[src/rtl/ptst_pkg.sv]
// Package for the periodic timer slot table: item types, request and status codes,
// and the command and status structs that join the controller and the datapath.
// No dependencies.
package ptst_pkg;

    localparam int SLOTS_DEF = 8;
    localparam int ID_W      = 3;
    localparam int PERIOD_W  = 16;
    localparam int STATUS_W  = 2;

    localparam logic [2:0] REQ_ADD    = 3'd0;
    localparam logic [2:0] REQ_REMOVE = 3'd1;
    localparam logic [2:0] REQ_UPDATE = 3'd2;
    localparam logic [2:0] REQ_TICK   = 3'd3;
    localparam logic [2:0] REQ_POLL   = 3'd4;

    localparam logic [STATUS_W-1:0] STAT_OK   = 2'd0;
    localparam logic [STATUS_W-1:0] STAT_FULL = 2'd1;
    localparam logic [STATUS_W-1:0] STAT_NONE = 2'd2;

    typedef struct packed {
        logic [2:0]          req_type;
        logic [ID_W-1:0]     slot_id;
        logic [PERIOD_W-1:0] period;
    } t_in_item;

    typedef struct packed {
        logic [ID_W-1:0]     slot_id_res;
        logic [STATUS_W-1:0] status;
        logic                last;
    } t_out_item;

    typedef enum logic [2:0] {
        S_IDLE,
        S_ADD,
        S_TICK_RD,
        S_TICK_WR,
        S_POLL_RD,
        S_POLL_EX,
        S_POLL_END
    } t_state;

    typedef enum logic [1:0] {
        EMIT_ADDED,
        EMIT_FULL,
        EMIT_MID,
        EMIT_FINAL
    } t_emit;

    typedef struct packed {
        logic  accept;
        logic  do_remove;
        logic  do_update;
        logic  idx_inc;
        logic  rd_en;
        logic  claim;
        logic  tick_wr;
        logic  fire;
        logic  emit_en;
        t_emit emit_kind;
    } t_ctl_cmd;

    typedef struct packed {
        logic at_end;
        logic slot_used;
        logic fires;
        logic pend_vld;
        logic out_free;
    } t_dp_stat;

endpackage

[src/rtl/periodic_timer_slot_table_unit.sv]
// Top level of the periodic timer slot table.
// Depends on ptst_pkg, ptst_ctrl and ptst_dp.
//
// Requests enter on the input channel (i_valid, o_ready, i_item) and results leave
// on the output channel (o_valid, i_ready, o_item), both valid/ready handshakes.
// Slot 0 is reserved; slots 1 to SLOTS-1 are handed out by add requests.
// Remove and update take effect in the cycle the item is accepted and give no result.
// Add scans one slot per cycle from slot 1 and gives one result. Tick walks the
// slots from slot 1 up to the first free one. Poll walks the same slots and reports
// every expired slot among them in ascending order with last set on the final
// report, or a single report with status none. The slot walk goes through the
// single-port period and count memories; one item is worked on at a time.
// Reset clears all slots and any result held in the output register.
// When the receiver stalls, a finished result waits in the output register; the
// walk pauses at its next report until the register frees, and nothing is lost.
module periodic_timer_slot_table_unit import ptst_pkg::*; #(
    parameter int SLOTS = SLOTS_DEF
) (
    input  logic      i_clk,
    input  logic      i_rst_n,
    input  logic      i_valid,
    output logic      o_ready,
    input  t_in_item  i_item,
    output logic      o_valid,
    input  logic      i_ready,
    output t_out_item o_item
);

    t_ctl_cmd cmd;
    t_dp_stat stat;

    ptst_ctrl u_ctrl (
        .i_clk      (i_clk),
        .i_rst_n    (i_rst_n),
        .i_valid    (i_valid),
        .i_req_type (i_item.req_type),
        .i_stat     (stat),
        .o_ready    (o_ready),
        .o_cmd      (cmd)
    );

    ptst_dp #(
        .SLOTS (SLOTS)
    ) u_dp (
        .i_clk   (i_clk),
        .i_rst_n (i_rst_n),
        .i_item  (i_item),
        .i_ready (i_ready),
        .i_cmd   (cmd),
        .o_stat  (stat),
        .o_valid (o_valid),
        .o_item  (o_item)
    );

endmodule

[src/rtl/ptst_ctrl.sv]
// Controller state machine of the periodic timer slot table.
// Depends on ptst_pkg; drives the datapath ptst_dp through t_ctl_cmd.
module ptst_ctrl import ptst_pkg::*; (
    input  logic       i_clk,
    input  logic       i_rst_n,
    input  logic       i_valid,
    input  logic [2:0] i_req_type,
    input  t_dp_stat   i_stat,
    output logic       o_ready,
    output t_ctl_cmd   o_cmd
);

    t_state r_state;
    t_state n_state;

    always_ff @(posedge i_clk) begin
        if (!i_rst_n) begin
            r_state <= S_IDLE;
        end else begin
            r_state <= n_state;
        end
    end

    always_comb begin
        n_state = r_state;
        case (r_state)
            S_IDLE: begin
                if (i_valid) begin
                    case (i_req_type)
                        REQ_ADD:  n_state = S_ADD;
                        REQ_TICK: n_state = S_TICK_RD;
                        REQ_POLL: n_state = S_POLL_RD;
                        default:  n_state = S_IDLE;
                    endcase
                end
            end
            S_ADD: begin
                if ((i_stat.at_end || !i_stat.slot_used) && i_stat.out_free) begin
                    n_state = S_IDLE;
                end
            end
            S_TICK_RD: begin
                if (i_stat.at_end || !i_stat.slot_used) begin
                    n_state = S_IDLE;
                end else begin
                    n_state = S_TICK_WR;
                end
            end
            S_TICK_WR: n_state = S_TICK_RD;
            S_POLL_RD: begin
                if (i_stat.at_end || !i_stat.slot_used) begin
                    n_state = S_POLL_END;
                end else begin
                    n_state = S_POLL_EX;
                end
            end
            S_POLL_EX: begin
                if (!i_stat.fires || !i_stat.pend_vld || i_stat.out_free) begin
                    n_state = S_POLL_RD;
                end
            end
            S_POLL_END: begin
                if (i_stat.out_free) begin
                    n_state = S_IDLE;
                end
            end
            default: n_state = S_IDLE;
        endcase
    end

    always_comb begin
        o_ready = 1'b0;
        o_cmd   = '0;
        case (r_state)
            S_IDLE: begin
                o_ready = 1'b1;
                if (i_valid) begin
                    o_cmd.accept    = 1'b1;
                    o_cmd.do_remove = (i_req_type == REQ_REMOVE);
                    o_cmd.do_update = (i_req_type == REQ_UPDATE);
                end
            end
            S_ADD: begin
                if (i_stat.at_end) begin
                    o_cmd.emit_en   = i_stat.out_free;
                    o_cmd.emit_kind = EMIT_FULL;
                end else if (i_stat.slot_used) begin
                    o_cmd.idx_inc = 1'b1;
                end else begin
                    o_cmd.claim     = i_stat.out_free;
                    o_cmd.emit_en   = i_stat.out_free;
                    o_cmd.emit_kind = EMIT_ADDED;
                end
            end
            S_TICK_RD: begin
                o_cmd.rd_en = !(i_stat.at_end || !i_stat.slot_used);
            end
            S_TICK_WR: begin
                o_cmd.tick_wr = 1'b1;
                o_cmd.idx_inc = 1'b1;
            end
            S_POLL_RD: begin
                o_cmd.rd_en = !(i_stat.at_end || !i_stat.slot_used);
            end
            S_POLL_EX: begin
                if (!i_stat.fires) begin
                    o_cmd.idx_inc = 1'b1;
                end else if (!i_stat.pend_vld || i_stat.out_free) begin
                    o_cmd.fire      = 1'b1;
                    o_cmd.idx_inc   = 1'b1;
                    o_cmd.emit_en   = i_stat.pend_vld;
                    o_cmd.emit_kind = EMIT_MID;
                end
            end
            S_POLL_END: begin
                o_cmd.emit_en   = i_stat.out_free;
                o_cmd.emit_kind = EMIT_FINAL;
            end
            default: o_cmd = '0;
        endcase
    end

endmodule

[src/rtl/ptst_dp.sv]
// Datapath of the periodic timer slot table: valid bits, period and count memories,
// slot index, pending report and output register. Depends on ptst_pkg.
module ptst_dp import ptst_pkg::*; #(
    parameter int SLOTS = SLOTS_DEF
) (
    input  logic      i_clk,
    input  logic      i_rst_n,
    input  t_in_item  i_item,
    input  logic      i_ready,
    input  t_ctl_cmd  i_cmd,
    output t_dp_stat  o_stat,
    output logic      o_valid,
    output t_out_item o_item
);

    localparam int AW = (SLOTS > 1) ? $clog2(SLOTS) : 1;
    localparam int IW = $clog2(SLOTS + 1);

    logic [SLOTS-1:0]    r_valid;
    logic [PERIOD_W-1:0] mem_period [SLOTS];
    logic [PERIOD_W-1:0] mem_count  [SLOTS];
    logic [PERIOD_W-1:0] r_rd_period;
    logic [PERIOD_W-1:0] r_rd_count;
    logic [PERIOD_W-1:0] r_per;
    logic [IW-1:0]       r_idx;
    logic [IW-1:0]       r_pend;
    logic                r_pend_vld;
    logic                r_out_vld;
    t_out_item           r_out;

    logic [AW-1:0] idx_a;
    logic [AW-1:0] sid_a;
    logic          sid_ok;
    logic          at_end;

    assign idx_a  = r_idx[AW-1:0];
    assign sid_a  = AW'(i_item.slot_id);
    assign sid_ok = (int'(i_item.slot_id) < SLOTS);
    assign at_end = (r_idx == IW'(SLOTS));

    assign o_stat.at_end    = at_end;
    assign o_stat.slot_used = at_end ? 1'b0 : r_valid[idx_a];
    assign o_stat.fires     = (r_rd_count >= r_rd_period);
    assign o_stat.pend_vld  = r_pend_vld;
    assign o_stat.out_free  = !r_out_vld || i_ready;

    always_ff @(posedge i_clk) begin
        if (!i_rst_n) begin
            r_valid <= '0;
        end else if (i_cmd.do_remove && sid_ok) begin
            r_valid[sid_a] <= 1'b0;
        end else if (i_cmd.claim) begin
            r_valid[idx_a] <= 1'b1;
        end
    end

    always_ff @(posedge i_clk) begin
        if (i_cmd.do_update && sid_ok) begin
            mem_period[sid_a] <= i_item.period;
        end else if (i_cmd.claim) begin
            mem_period[idx_a] <= r_per;
        end
        if (i_cmd.rd_en) begin
            r_rd_period <= mem_period[idx_a];
        end
    end

    always_ff @(posedge i_clk) begin
        if (i_cmd.claim || i_cmd.fire) begin
            mem_count[idx_a] <= '0;
        end else if (i_cmd.tick_wr) begin
            mem_count[idx_a] <= r_rd_count + 1'b1;
        end
        if (i_cmd.rd_en) begin
            r_rd_count <= mem_count[idx_a];
        end
    end

    always_ff @(posedge i_clk) begin
        if (i_cmd.accept) begin
            r_per <= i_item.period;
            r_idx <= IW'(1);
        end else if (i_cmd.idx_inc) begin
            r_idx <= r_idx + 1'b1;
        end
        if (i_cmd.fire) begin
            r_pend <= r_idx;
        end
    end

    always_ff @(posedge i_clk) begin
        if (!i_rst_n) begin
            r_pend_vld <= 1'b0;
        end else if (i_cmd.accept) begin
            r_pend_vld <= 1'b0;
        end else if (i_cmd.fire) begin
            r_pend_vld <= 1'b1;
        end
    end

    always_ff @(posedge i_clk) begin
        if (!i_rst_n) begin
            r_out_vld <= 1'b0;
        end else if (i_cmd.emit_en) begin
            r_out_vld <= 1'b1;
        end else if (i_ready) begin
            r_out_vld <= 1'b0;
        end
    end

    always_ff @(posedge i_clk) begin
        if (i_cmd.emit_en) begin
            case (i_cmd.emit_kind)
                EMIT_ADDED: r_out <= '{slot_id_res: ID_W'(r_idx), status: STAT_OK, last: 1'b1};
                EMIT_FULL:  r_out <= '{slot_id_res: '0, status: STAT_FULL, last: 1'b1};
                EMIT_MID:   r_out <= '{slot_id_res: ID_W'(r_pend), status: STAT_OK, last: 1'b0};
                EMIT_FINAL: begin
                    if (r_pend_vld) begin
                        r_out <= '{slot_id_res: ID_W'(r_pend), status: STAT_OK, last: 1'b1};
                    end else begin
                        r_out <= '{slot_id_res: '0, status: STAT_NONE, last: 1'b1};
                    end
                end
                default: r_out <= r_out;
            endcase
        end
    end

    assign o_valid = r_out_vld;
    assign o_item  = r_out;

endmodule
[config.mk]
export PLATFORM = sky130hd
export DESIGN_NAME = periodic_timer_slot_table_unit
export DESIGN_NICKNAME = d
export VERILOG_FILES = /design/src/rtl/ptst_pkg.sv /design/src/rtl/periodic_timer_slot_table_unit.sv /design/src/rtl/ptst_ctrl.sv /design/src/rtl/ptst_dp.sv
export SDC_FILE = /design/constraint.sdc
export NUM_CORES = 1
export LEC_CHECK = 0
export BUFFER_PORTS_ARGS = -buffer_cell sky130_fd_sc_hd__buf_2
export CAP_MARGIN = 20
export CORE_MARGIN = 5
export CORE_UTILIZATION = 62
export DETAILED_ROUTE_END_ITERATION = 16
export PLACE_DENSITY = 0.85
export SYNTH_ARGS = -nofsm -noshare
export SYNTH_HDL_FRONTEND = slang
export SYNTH_SLANG_ARGS = --single-unit
[constraint.sdc]
create_clock -name i_clk -period 4.6 [get_ports i_clk]
set_clock_uncertainty 0.05 [all_clocks]
set_input_delay 0.23 -clock i_clk [delete_from_list [all_inputs] [get_ports i_clk]]
set_output_delay 0.23 -clock i_clk [all_outputs]
set_load 0.005 [all_outputs]
==> flow_summary.json <==
{
  "cts_setup_buffers": 0,
  "rsz0062_at_grt": "false",
  "maxCapViolations": 0,
  "final_nets": 990,
  "syn_avg_cell_area_sq_um": 15.1,
  "synthesis.nets": 919,
  "area_growth_pct": 13.5,
  "switching_share_pct": 23.6,
  "p_int_w": 0.00503,
  "path_clk_slew_ps": 60,
  "r2r_start": "u_dp.r_rd_count[13]$_DFFE_PP_",
  "crit_path_max_fanout": 12,
  "synth_flop_cell": "edfxtp_1",
  "core_area_sq_mm": 0.0210,
  "synth_cells": 874,
  "ys_types": 64,
  "ir_drop_v": 0.000388,
  "rows": 53,
  "p_comb_share_pct": 11.1,
  "dieHeight_um": 156,
  "cp_cell_sequence": "ha_1, nand4_1, nor3_1, nand3_1, a31oi_1, nand2_1, a311oi_2, buf_12",
  "cp.required_ps": 4800,
  "initial_core_util_pct": 62.8,
  "path_class": "reg2reg",
  "r2r_cells": 8,
  "clk_latency_ps": 560,
  "ant_nets": 0,
  "synth_seq_cells": 330,
  "leakagePower_nw": 5.15,
  "gr-total-overflow": 0,
  "grt_util_all_layers_pct": 24.8,
  "cts_buffer_depth": 3,
  "grt_max_degree": 33,
  "grt_pass1_wl_um": 46300,
  "worstHoldStart": "i_valid",
  "hpwl_um": 17700,
  "dieArea_sq_mm": 0.0242,
  "reg2reg_to": "u_dp.mem_count[5][13]$_DFFE_PP_",
  "r2r_slack_ps": 790,
  "fmax_mhz": 262,
  "drt_first_pass_iters": 5,
  "setup_viol": 0,
  "async_flop_share_pct": 0,
  "worst_setup_path_end_kind": "register",
  "dpl.cell_count": 1171,
  "clkPwrFrac_pct": 36.7,
  "crit_buf_inv": 1,
  "root_buffer": "clkbuf_16",
  "drc_errors": 0,
  "p_per_area_mw_per_mm2": 441,
  "worstHoldEndpoint": "u_ctrl.r_state[2]$_SDFFE_PN0P_",
  "finalMaxSlewViolations": 0,
  "n_antenna_cell": 0,
  "cpPeakStageDelay_ps": 710,
  "synth-edff-count": 313,
  "pwr-share-seq_pct": 52.1,
  "hold_buffers": 17,
  "drtIter0Drc": 954,
  "switchingPower_w": 0.00156,
  "cts_tree": "built",
  "ys_warn_count": 0,
  "min_path_type": "in2reg",
  "fin_crit_sh_pct": 82.9,
  "routed_wl_um": 29500,
  "vias": 8067,
  "cp.arrival_ps": 4010,
  "hold_viol_final": 0,
  "viasPerCell": 6.50,
  "min_path_cells": 4,
  "drive_gt1_share_pct": 13.5,
  "instances_no_fill": 1242,
  "die_x_um": 156,
  "ios": 34,
  "relSlewSlack_pct": 35.3,
  "status": "complete, no violations",
  "yosys.area.top_type": "edfxtp_1",
  "antenna_found_initial": 0,
  "post_drt_wl_per_cell_um": 23.8,
  "tightest_slew_ps": 968,
  "tns_ps": 0,
  "cp_slowest_cell": "a311oi_2",
  "finalCriticalPeriod_ps": 3810,
  "fin_area_sq_mm": 0.0149,
  "place_congestion": 0.897,
  "place_area_sq_mm": 0.0138,
  "synth-seq-area-share_pct": 74.0,
  "clock-sinks": 330,
  "cts_made_buffers": 30,
  "grt_pass1_vias": 8179,
  "io_buffers": 33,
  "yosysTopAreaCellShare_pct": 71.4,
  "cp_top_family": "compound AO/OA/AOI/OAI gates",
  "syn-cell-area_sq_mm": 0.0132,
  "ctsResizeCount": 0,
  "h-tree-depth": 1,
  "startpoint_type": "register",
  "synth_area_leaders": "edfxtp_1 71%, a22oi_1 3.9%, dfxtp_1 2.6%, nand2_1 2.3%, ha_1 1.8%"
}
==> metal layers <==
| metal | GRT usage (%) | vias to the layer above | routed length, um |
|---|---|---|---|
| met5 | 0 | - | 0 |
| met4 | 7.17 | 0 | 748 |
| met3 | 3.44 | 66 | 2670 |
| met2 | 42.0 | 460 | 14900 |
| met1 | 34.1 | 3941 | 11200 |
| li1 | - | 3600 | - |
==> cell usage after synthesis, types with 8 or more instances <==
| master | instances |
|---|---|
| dfxtp_1 | 17 |
| a21oi_1 | 18 |
| o21ai_0 | 28 |
| nand2_1 | 81 |
| buf_2 | 8 |
| inv_1 | 24 |
| a221oi_1 | 18 |
| a31oi_1 | 10 |
| clkbuf_1 | 25 |
| nor3_1 | 9 |
| mux2i_1 | 16 |
| a22oi_1 | 68 |
| a22o_1 | 20 |
| ha_1 | 19 |
| edfxtp_1 | 313 |
| nor2_1 | 49 |
| nand4_1 | 13 |
| nand3_1 | 32 |
| xor2_1 | 10 |
==> cell families (layout without fill, tap and decap cells) <==
group           count (synthesis)  after routing  synth area share, %
simple gates                  230            230                 8.60
fa+ha+maj                      19             19                 1.81
xor+xnor                       14             14                0.932
mux                            19             19                 1.56
compound gates                197            197                 11.0
flops                         330            330                 74.0
buf+inv                        65            158                 2.10
==> flip-flops by register name (all words and copies together), names as in the netlist <==
| signal | flops |
|---|---|
| u_dp.r_pend_vld | 1 |
| u_dp.o_item | 6 |
| u_ctrl.r_state | 3 |
| u_dp.mem_count | 128 |
| u_dp.r_valid | 8 |
| u_dp.mem_period | 128 |
| u_dp.r_pend | 3 |
| u_dp.r_idx | 4 |
| u_dp.o_valid | 1 |
| u_dp.r_rd_count | 16 |
| u_dp.r_per | 16 |
| u_dp.r_rd_period | 16 |
==> cell type report <==
class                           count  area [sq um]
Inverter                           25          93.8
Fill cell                        1310          6030
Timing Repair Buffer               79           566
Clock buffer                       39           806
Clock inverter                     15           140
Tap cell                          275           344
Multi-Input combinational cell    479          3240
Sequential cell                   330          9740
==> worst reg2reg max path: cells and delay by family, from the launching register on <==
| kind | cells | cell delay, ps |
|---|---|---|
| DFF | 1 | 440 |
| adders and majority gates | 1 | 330 |
| AOI/OAI and AO/OA | 2 | 1270 |
| and+or+nand+nor | 4 | 1170 |
| buffers and inverters | 1 | 230 |
==> power by group through the flow <==
stage               clock network (W)  registers, W  logic (W)
global placement                    0       0.00349   0.000681
detailed placement                  0       0.00350   0.000700
floorplan                           0       0.00346   0.000475
finish                        0.00242       0.00343   0.000733
CTS                           0.00244       0.00343   0.000726
global route                  0.00256       0.00344   0.000785
==> metrics by stage <==
| stage | util [%] | power, W | hold slack (ps) | worst slack (ps) |
|---|---|---|---|---|
| 2_1_floorplan | - | 0.00394 | 279 | 930 |
| 3_3_place_gp | 65.9 | 0.00417 | 371 | 1030 |
| 3_5_place_dp | 65.9 | 0.00419 | 373 | 896 |
| 4_1_cts | 71.2 | 0.00660 | 51.5 | 790 |
| 5_1_grt | 71.2 | 0.00678 | 89.7 | 677 |
| 6_report | 71.2 | 0.00659 | 63.8 | 788 |
==> worst max path at each step <==
stage / from / to / slack, ps / depth (start not counted)
5_1_grt: u_dp.r_rd_count[13]$_DFFE_PP_ / u_dp.mem_count[5][13]$_DFFE_PP_ / 680 / 8
4_1_cts: u_dp.r_rd_count[13]$_DFFE_PP_ / u_dp.mem_count[5][13]$_DFFE_PP_ / 790 / 8
3_3_place_gp: u_dp.r_rd_count[13]$_DFFE_PP_ / u_dp.mem_count[1][11]$_DFFE_PP_ / 1030 / 8
3_5_place_dp: u_dp.r_rd_count[13]$_DFFE_PP_ / u_dp.mem_count[1][12]$_DFFE_PP_ / 900 / 8
6_report: u_dp.r_rd_count[13]$_DFFE_PP_ / u_dp.mem_count[5][13]$_DFFE_PP_ / 790 / 8
2_1_floorplan: u_dp.r_rd_count[13]$_DFFE_PP_ / u_dp.mem_count[2][0]$_DFFE_PP_ / 930 / 8
==> layout by cell type, fill, tap and decap left out, types with 19 or more instances in the layout <==
cell       Yosys  final
a22o_1        20     20
inv_1         24     24
a22oi_1       68     68
buf_2          8     33
clkbuf_16      0     31
nor2_1        49     43
buf_4          3     28
nand3_1       32     32
o21ai_0       28     25
nand2_1       81     81
ha_1          19     19
edfxtp_1     313    313
Note: power is estimated with default switching activity, not from simulation.
